$ cat src/rtl/ple_pkg.sv
// ple_pkg: shared types and constants for the positional list engine
// holds command/result beat structs, opcode, status and state enums
// no dependencies
package ple_pkg;

  localparam int CAPACITY    = 32;
  localparam int MAX_RESULTS = 32;
  localparam int IDX_W       = $clog2(CAPACITY);
  localparam int LEN_W       = 6;
  localparam int POS_W       = 8;
  localparam int DATA_W      = 32;

  typedef enum logic [1:0] {
    OP_INSERT = 2'd0,
    OP_APPEND = 2'd1,
    OP_REMOVE = 2'd2,
    OP_LIST   = 2'd3
  } op_e;

  typedef enum logic [2:0] {
    STATUS_DONE  = 3'd0,
    STATUS_FULL  = 3'd1,
    STATUS_NONE  = 3'd2,
    STATUS_ELEM  = 3'd3,
    STATUS_EMPTY = 3'd4
  } status_e;

  typedef enum logic [2:0] {
    S_IDLE,
    S_SHIFT_UP,
    S_SHIFT_DN,
    S_LIST,
    S_DRAIN,
    S_PUT
  } state_e;

  typedef struct packed {
    op_e                      opcode;
    logic [POS_W-1:0]         position;
    logic signed [DATA_W-1:0] value;
  } cmd_t;

  typedef struct packed {
    status_e                  status;
    logic signed [DATA_W-1:0] element;
    logic                     last;
    logic [LEN_W-1:0]         length;
  } res_t;

endpackage

$ cat src/rtl/positional_list_engine.sv
// positional_list_engine: bounded ordered list of signed 32-bit values
// element store is a single-port-write synchronous memory with a registered read
// depends on ple_pkg
//
// A command beat is taken when start_i is high and busy_o is low. Every command
// gives its result beats on res_o, each marked by res_valid_o for one cycle;
// the receiver cannot stall them, and a listing streams one beat per cycle with
// last set on the final one. Insert and remove move the elements behind the
// target index through the element memory one per cycle (read one cycle, write
// back the next); an insert then writes the new value in S_PUT, and a remove
// answers in S_DRAIN. An insert at the tail goes straight to S_PUT, and a
// remove at the tail, a rejected command or a listing of an empty list is
// answered at once. The memory's single write port sets the pace of the moves.
module positional_list_engine (
  input  logic          clk_i,
  input  logic          rst_ni,
  input  logic          start_i,
  input  ple_pkg::cmd_t cmd_i,
  output logic          busy_o,
  output logic          res_valid_o,
  output ple_pkg::res_t res_o
);
  import ple_pkg::*;

  logic signed [DATA_W-1:0] mem_q [CAPACITY];
  logic signed [DATA_W-1:0] rdata_q;

  state_e state_q, state_d;
  op_e    op_q, op_d;
  logic [IDX_W-1:0] ptr_q, ptr_d, end_q, end_d, pos_q, pos_d;
  logic [IDX_W-1:0] pend_addr_q, pend_addr_d;
  logic signed [DATA_W-1:0] val_q, val_d;
  logic [LEN_W-1:0] count_q, count_d;
  logic pend_q, pend_d, pend_last_q, pend_last_d;
  logic res_valid_q, res_valid_d;
  res_t res_q, res_d;

  logic                     mem_we;
  logic [IDX_W-1:0]         mem_waddr;
  logic signed [DATA_W-1:0] mem_wdata;

  logic             accept, is_full, rem_ok, rem_tail, walk_done;
  logic [POS_W-1:0] count_ext, ins_pos, pos_inc;
  logic [LEN_W-1:0] cnt_dec, cnt_inc;
  logic [IDX_W-1:0] list_end;

  assign busy_o      = (state_q != S_IDLE);
  assign accept      = start_i && !busy_o;
  assign count_ext   = POS_W'(count_q);
  assign cnt_dec     = count_q - LEN_W'(1);
  assign cnt_inc     = count_q + LEN_W'(1);
  assign is_full     = (count_q >= LEN_W'(CAPACITY));
  assign rem_ok      = (cmd_i.position < count_ext);
  assign rem_tail    = (cmd_i.position == POS_W'(cnt_dec));
  assign pos_inc     = cmd_i.position + POS_W'(1);
  assign walk_done   = (ptr_q == end_q);
  assign list_end    = (count_q > LEN_W'(MAX_RESULTS)) ? IDX_W'(MAX_RESULTS - 1)
                                                       : cnt_dec[IDX_W-1:0];
  // append lands at count, an insert at min(position, count)
  assign ins_pos     = (cmd_i.opcode == OP_APPEND || cmd_i.position > count_ext)
                       ? count_ext : cmd_i.position;

  // next state
  always_comb begin
    state_d = state_q;
    unique case (state_q)
      S_IDLE: begin
        if (accept) begin
          unique case (cmd_i.opcode) inside
            OP_INSERT, OP_APPEND: begin
              if (!is_full) begin
                state_d = (ins_pos == count_ext) ? S_PUT : S_SHIFT_UP;
              end
            end
            OP_REMOVE: begin
              if (rem_ok && !rem_tail) state_d = S_SHIFT_DN;
            end
            default: begin
              if (count_q != '0) state_d = S_LIST;
            end
          endcase
        end
      end
      S_SHIFT_UP, S_SHIFT_DN, S_LIST: begin
        if (walk_done) state_d = S_DRAIN;
      end
      S_DRAIN: begin
        state_d = (op_q == OP_INSERT || op_q == OP_APPEND) ? S_PUT : S_IDLE;
      end
      S_PUT:   state_d = S_IDLE;
      default: state_d = S_IDLE;
    endcase
  end

  // datapath and outputs
  always_comb begin
    op_d        = op_q;
    val_d       = val_q;
    pos_d       = pos_q;
    ptr_d       = ptr_q;
    end_d       = end_q;
    count_d     = count_q;
    pend_d      = 1'b0;
    pend_addr_d = pend_addr_q;
    pend_last_d = 1'b0;
    res_valid_d = 1'b0;
    res_d       = '0;
    mem_we      = 1'b0;
    mem_waddr   = pend_addr_q;
    mem_wdata   = rdata_q;

    // second half of a walk step: write back or emit what was read last cycle
    if (pend_q) begin
      if (op_q == OP_LIST) begin
        res_valid_d   = 1'b1;
        res_d.status  = STATUS_ELEM;
        res_d.element = rdata_q;
        res_d.last    = pend_last_q;
        res_d.length  = count_q;
      end else begin
        mem_we = 1'b1;
      end
    end

    unique case (state_q)
      S_IDLE: begin
        if (accept) begin
          op_d  = cmd_i.opcode;
          val_d = cmd_i.value;
          res_d.last   = 1'b1;
          res_d.length = count_q;
          unique case (cmd_i.opcode) inside
            OP_INSERT, OP_APPEND: begin
              if (is_full) begin
                res_valid_d  = 1'b1;
                res_d.status = STATUS_FULL;
              end else begin
                pos_d = ins_pos[IDX_W-1:0];
                ptr_d = cnt_dec[IDX_W-1:0];
                end_d = ins_pos[IDX_W-1:0];
              end
            end
            OP_REMOVE: begin
              if (!rem_ok) begin
                res_valid_d  = 1'b1;
                res_d.status = STATUS_NONE;
              end else if (rem_tail) begin
                count_d      = cnt_dec;
                res_valid_d  = 1'b1;
                res_d.status = STATUS_DONE;
                res_d.length = cnt_dec;
              end else begin
                ptr_d = pos_inc[IDX_W-1:0];
                end_d = cnt_dec[IDX_W-1:0];
              end
            end
            default: begin
              if (count_q == '0) begin
                res_valid_d  = 1'b1;
                res_d.status = STATUS_EMPTY;
              end else begin
                ptr_d = '0;
                end_d = list_end;
              end
            end
          endcase
        end
      end
      S_SHIFT_UP: begin
        pend_d      = 1'b1;
        pend_addr_d = ptr_q + IDX_W'(1);
        if (!walk_done) ptr_d = ptr_q - IDX_W'(1);
      end
      S_SHIFT_DN: begin
        pend_d      = 1'b1;
        pend_addr_d = ptr_q - IDX_W'(1);
        if (!walk_done) ptr_d = ptr_q + IDX_W'(1);
      end
      S_LIST: begin
        pend_d      = 1'b1;
        pend_last_d = walk_done;
        if (!walk_done) ptr_d = ptr_q + IDX_W'(1);
      end
      S_DRAIN: begin
        if (op_q == OP_REMOVE) begin
          count_d      = cnt_dec;
          res_valid_d  = 1'b1;
          res_d.status = STATUS_DONE;
          res_d.last   = 1'b1;
          res_d.length = cnt_dec;
        end
      end
      S_PUT: begin
        mem_we       = 1'b1;
        mem_waddr    = pos_q;
        mem_wdata    = val_q;
        count_d      = cnt_inc;
        res_valid_d  = 1'b1;
        res_d.status = STATUS_DONE;
        res_d.last   = 1'b1;
        res_d.length = cnt_inc;
      end
      default: ;
    endcase
  end

  // element memory
  always_ff @(posedge clk_i) begin
    if (mem_we) mem_q[mem_waddr] <= mem_wdata;
    rdata_q <= mem_q[ptr_q];
  end

  always_ff @(posedge clk_i or negedge rst_ni) begin
    if (!rst_ni) begin
      state_q     <= S_IDLE;
      count_q     <= '0;
      pend_q      <= 1'b0;
      res_valid_q <= 1'b0;
    end else begin
      state_q     <= state_d;
      count_q     <= count_d;
      pend_q      <= pend_d;
      res_valid_q <= res_valid_d;
    end
  end

  always_ff @(posedge clk_i) begin
    op_q        <= op_d;
    val_q       <= val_d;
    pos_q       <= pos_d;
    ptr_q       <= ptr_d;
    end_q       <= end_d;
    pend_addr_q <= pend_addr_d;
    pend_last_q <= pend_last_d;
    res_q       <= res_d;
  end

  assign res_valid_o = res_valid_q;
  assign res_o       = res_q;

endmodule

$ cat config.mk
export PLATFORM = sky130hd
export DESIGN_NAME = positional_list_engine
export DESIGN_NICKNAME = d
export VERILOG_FILES = /design/src/rtl/ple_pkg.sv /design/src/rtl/positional_list_engine.sv
export SDC_FILE = /design/constraint.sdc
export NUM_CORES = 1
export LEC_CHECK = 0
export BUFFER_PORTS_ARGS = -buffer_cell sky130_fd_sc_hd__buf_2
export CORE_ASPECT_RATIO = 2
export CORE_MARGIN = 4
export CORE_UTILIZATION = 57
export CTS_CLUSTER_SIZE = 20
export DETAILED_ROUTE_END_ITERATION = 16
export PLACE_DENSITY = 0.76
export SYNTH_ARGS = -nofsm -noshare
export SYNTH_HDL_FRONTEND = slang
export SYNTH_SLANG_ARGS = --single-unit
export TNS_END_PERCENT = 100
$ cat constraint.sdc
create_clock -name clk_i -period 5 [get_ports clk_i]
set_input_delay 0.25 -clock clk_i [delete_from_list [all_inputs] [get_ports clk_i]]
set_output_delay 0.25 -clock clk_i [all_outputs]
set_load 0.02 [all_outputs]
==> flow_summary.toml <==
[detailed_routing]
ant_nets = 0
routed_wl_um = 120000
post-route-drc-count = 0
wl_per_cell_um = 31.5
vias = 24900
drt_iter0_markers = 2823
via_per_inst = 6.55
firstDrtPassIters = 6

[synth]
synthCells = 2543
yosysTopAreaCell = "edfxtp_1"
synth_edf_count = 1078
synth_xor_area_share_pct = 0.480
synth_common_cells = "edfxtp_1, mux2i_1, nand2_1"
ys_seq_area_share_pct = 74.9
syn_area_per_cell_sq_um = 17.9
yosysWarnings = 0
synth_top_family_by_area = "multiplexers"
synth_top_area_share_pct = 71.0
synthFlopType = "edfxtp_1"
synth_fa_ha_area_share_pct = 0.302
synthMuxAreaShare_pct = 13.0
yosysMostFrequentCell = "edfxtp_1"
synth_area_sq_mm = 0.0456
synth-seq-cells = 1164
synth_cell_types = 73
synth-simple-area-share_pct = 4.30
synthesis.nets = 2599
synth_area_leaders = "edfxtp_1, mux4_2, mux2i_1, dfxtp_1, nand2_1"
synth_compound_area_share_pct = 5.55
postSynth.asyncResetShare_pct = 0.945

[global_route]
gr-total-overflow = 0
antenna_found_initial = 2
groute.usage.overall_pct = 28.1
grt_pass1_wl_um = 175000
first_global_vias = 25800
grt_max_degree = 122

[timing]
drv_slew = 0
slew_headroom_pct = 5.68
worst_slew_pin_slew_ns = 1.41
tns_ns = 0
setup_viol = 0
rsz0062_at_grt = "false"
fin_crit_sh_pct = 74.5
fin_skew_ns = 0.0241
hold_violations = 0
fmax_ghz = 0.268
fin_crit_ns = 3.73

[cells_and_area]
syn_to_final_growth_pct = 12.3
drive_above_1_share_pct = 19.9
fillCellCount = 5274
nets = 2744

[floorplanning]
die-area_sq_mm = 0.0849
num_rows = 146
chipHeight_um = 408
pin_count = 89
initial_core_util_pct = 57.5
coreArea_sq_mm = 0.0793
die_width_um = 208

[place]
dp_hpwl_um = 75300
port_buffers = 88
place.gp.congestion = 0.925

[power]
combPwrFrac_pct = 34.2
power.switching_mw = 11.5
p_per_area_mw_per_mm2 = 636
leakagePower_nw = 17.3
p_clk_share_pct = 23.9
p_int_mw = 21.1
p_total_mw = 32.6
peakVddDrop_uv = 651
seq_power_share_pct = 42.0
switching_share_pct = 35.3

[cts]
cts_buffers = 95
clk_pin_slew_ns = 0.07
root_buffer = "clkbuf_16"
cts_resized = 0
cts_tree = "yes"
h-tree-depth = 3
clkSinkCount = 1164
cts_buffer_depth = 3
clock_latency_ns = 0.69

[worst_setup_path]
cp-start-kind = "flop"
worst_setup_path_end_kind = "flop"
r2r_slack_ns = 1.27
crit_start = "state_q[2]"
crit_arrival_ns = 4.11
worstSetupPathType = "reg -> reg"
reg2reg_to = "mem_q[8][18]"
cp_max_fo = 24
r2r_cells = 7
r2r_start = "state_q[2]"
required_ns = 5.39

[flow_run]
drv_cap = 0

[outcome]
run_status = "finished clean"

[worst_hold_path]
hp-class = "in -> reg"
holdPathStages = 3
whs_endpoint = "pos_q[3]"
hold_start = "cmd_i[35]"
[worst max path at each step]
stage | slack, ns | end | cells after the start
after CTS | 1.34 | mem_q[13][7] | 6
after global placement | 1.46 | mem_q[14][26] | 6
final | 1.27 | mem_q[8][18] | 7
after detailed placement | 1.35 | mem_q[13][18] | 6
after global routing | 1.15 | mem_q[12][28] | 6
after floorplan | 1.61 | mem_q[4][0] | 8
[critical path, stage by stage (launching register included)]
cell	delay [ns]
dfrtp_1	0.65
inv_1	0.27
nor3_4	0.21
buf_4	0.35
mux2i_1	0.42
nand2_1	0.34
nor2_4	0.82
buf_4	0.35
[layout by cell type (no fill, tap or decap), types with 32 or more instances in the layout]
cell	instances
a21oi_1	90
and2_1	32
buf_2	88
buf_4	68
clkbuf_16	96
dfxtp_1	75
dlygate4sd3_1	36
edfxtp_1	1078
mux2i_1	198
mux4_2	160
nand2_1	169
nor2_1	34
nor2_4	32
nor3_1	33
o21ai_0	52
o221ai_1	56
o22ai_1	62
[per-layer routing]
layer  global-route usage [%]  part of all wire, %  vias up
met3                     3.90                  7.0      348
li1                         -                    -    10500
met2                     49.5                   53     1408
met1                     32.5                   33    12700
met4                     17.3                  7.5        0
met5                        0                    0        -
[cell type report]
cell class	count	area, sq um	area share, %
clock buffer	113	2500	4.87
multi-input combinational	1207	11000	21.5
sequential	1164	34100	66.6
timing repair buffer	198	1430	2.79
antenna	1	2.50	0.00488
inverter	22	82.6	0.161
clock inverter	66	751	1.47
tap	1036	1300	2.53
[stage by stage]
stage | hold WS [ns] | setup slack [ns] | cell area (sq um) | instances | utilization [%]
after floorplan | -0.0456 | 1.61 | 45600 | 2543 | -
after global placement | 0.184 | 1.46 | 47600 | 3591 | 60.1
after detailed placement | 0.189 | 1.35 | 47600 | 3591 | 60.1
after CTS | 0.00832 | 1.34 | 51200 | 3806 | 64.6
after global routing | 0.0626 | 1.15 | 51200 | 3806 | 64.6
final | 0.0417 | 1.27 | 51200 | 3807 | 64.6
[sequential cells by signal, indices dropped and copies added, names as in the netlist, 3 cells and up]
name         cells
end_q            5
pend_addr_q      5
pos_q            5
rdata_q         32
ptr_q            5
val_q           32
count_q          6
res_o           42
state_q          3
mem_q         1024
[what timing repair did]
action	CTS	global route
buffers inserted	0	0
hold endpoints to repair	47	0
hold buffers	36	0
[cells by family (layout without fill, tap and decap cells)]
kind of cell               Yosys count  after routing
AOI/OAI and AO/OA                  376            376
xor gates and xnor gates            25             25
adders and majority gates           11             11
buffers and inverters              172            399
DFF                               1164           1164
muxes                              387            387
other                                0              1
and+or+nand+nor                    408            408
[power groups by stage]
stage	Clock [mW]	Sequential, mW	Combinational [mW]
floorplan	0	13.7	6.71
global placement	0	13.8	10.8
detailed placement	0	13.9	11.0
CTS	7.88	13.7	11.1
global route	8.31	13.7	11.7
finish	7.79	13.7	11.1
Power figures use the tool's default switching activity.
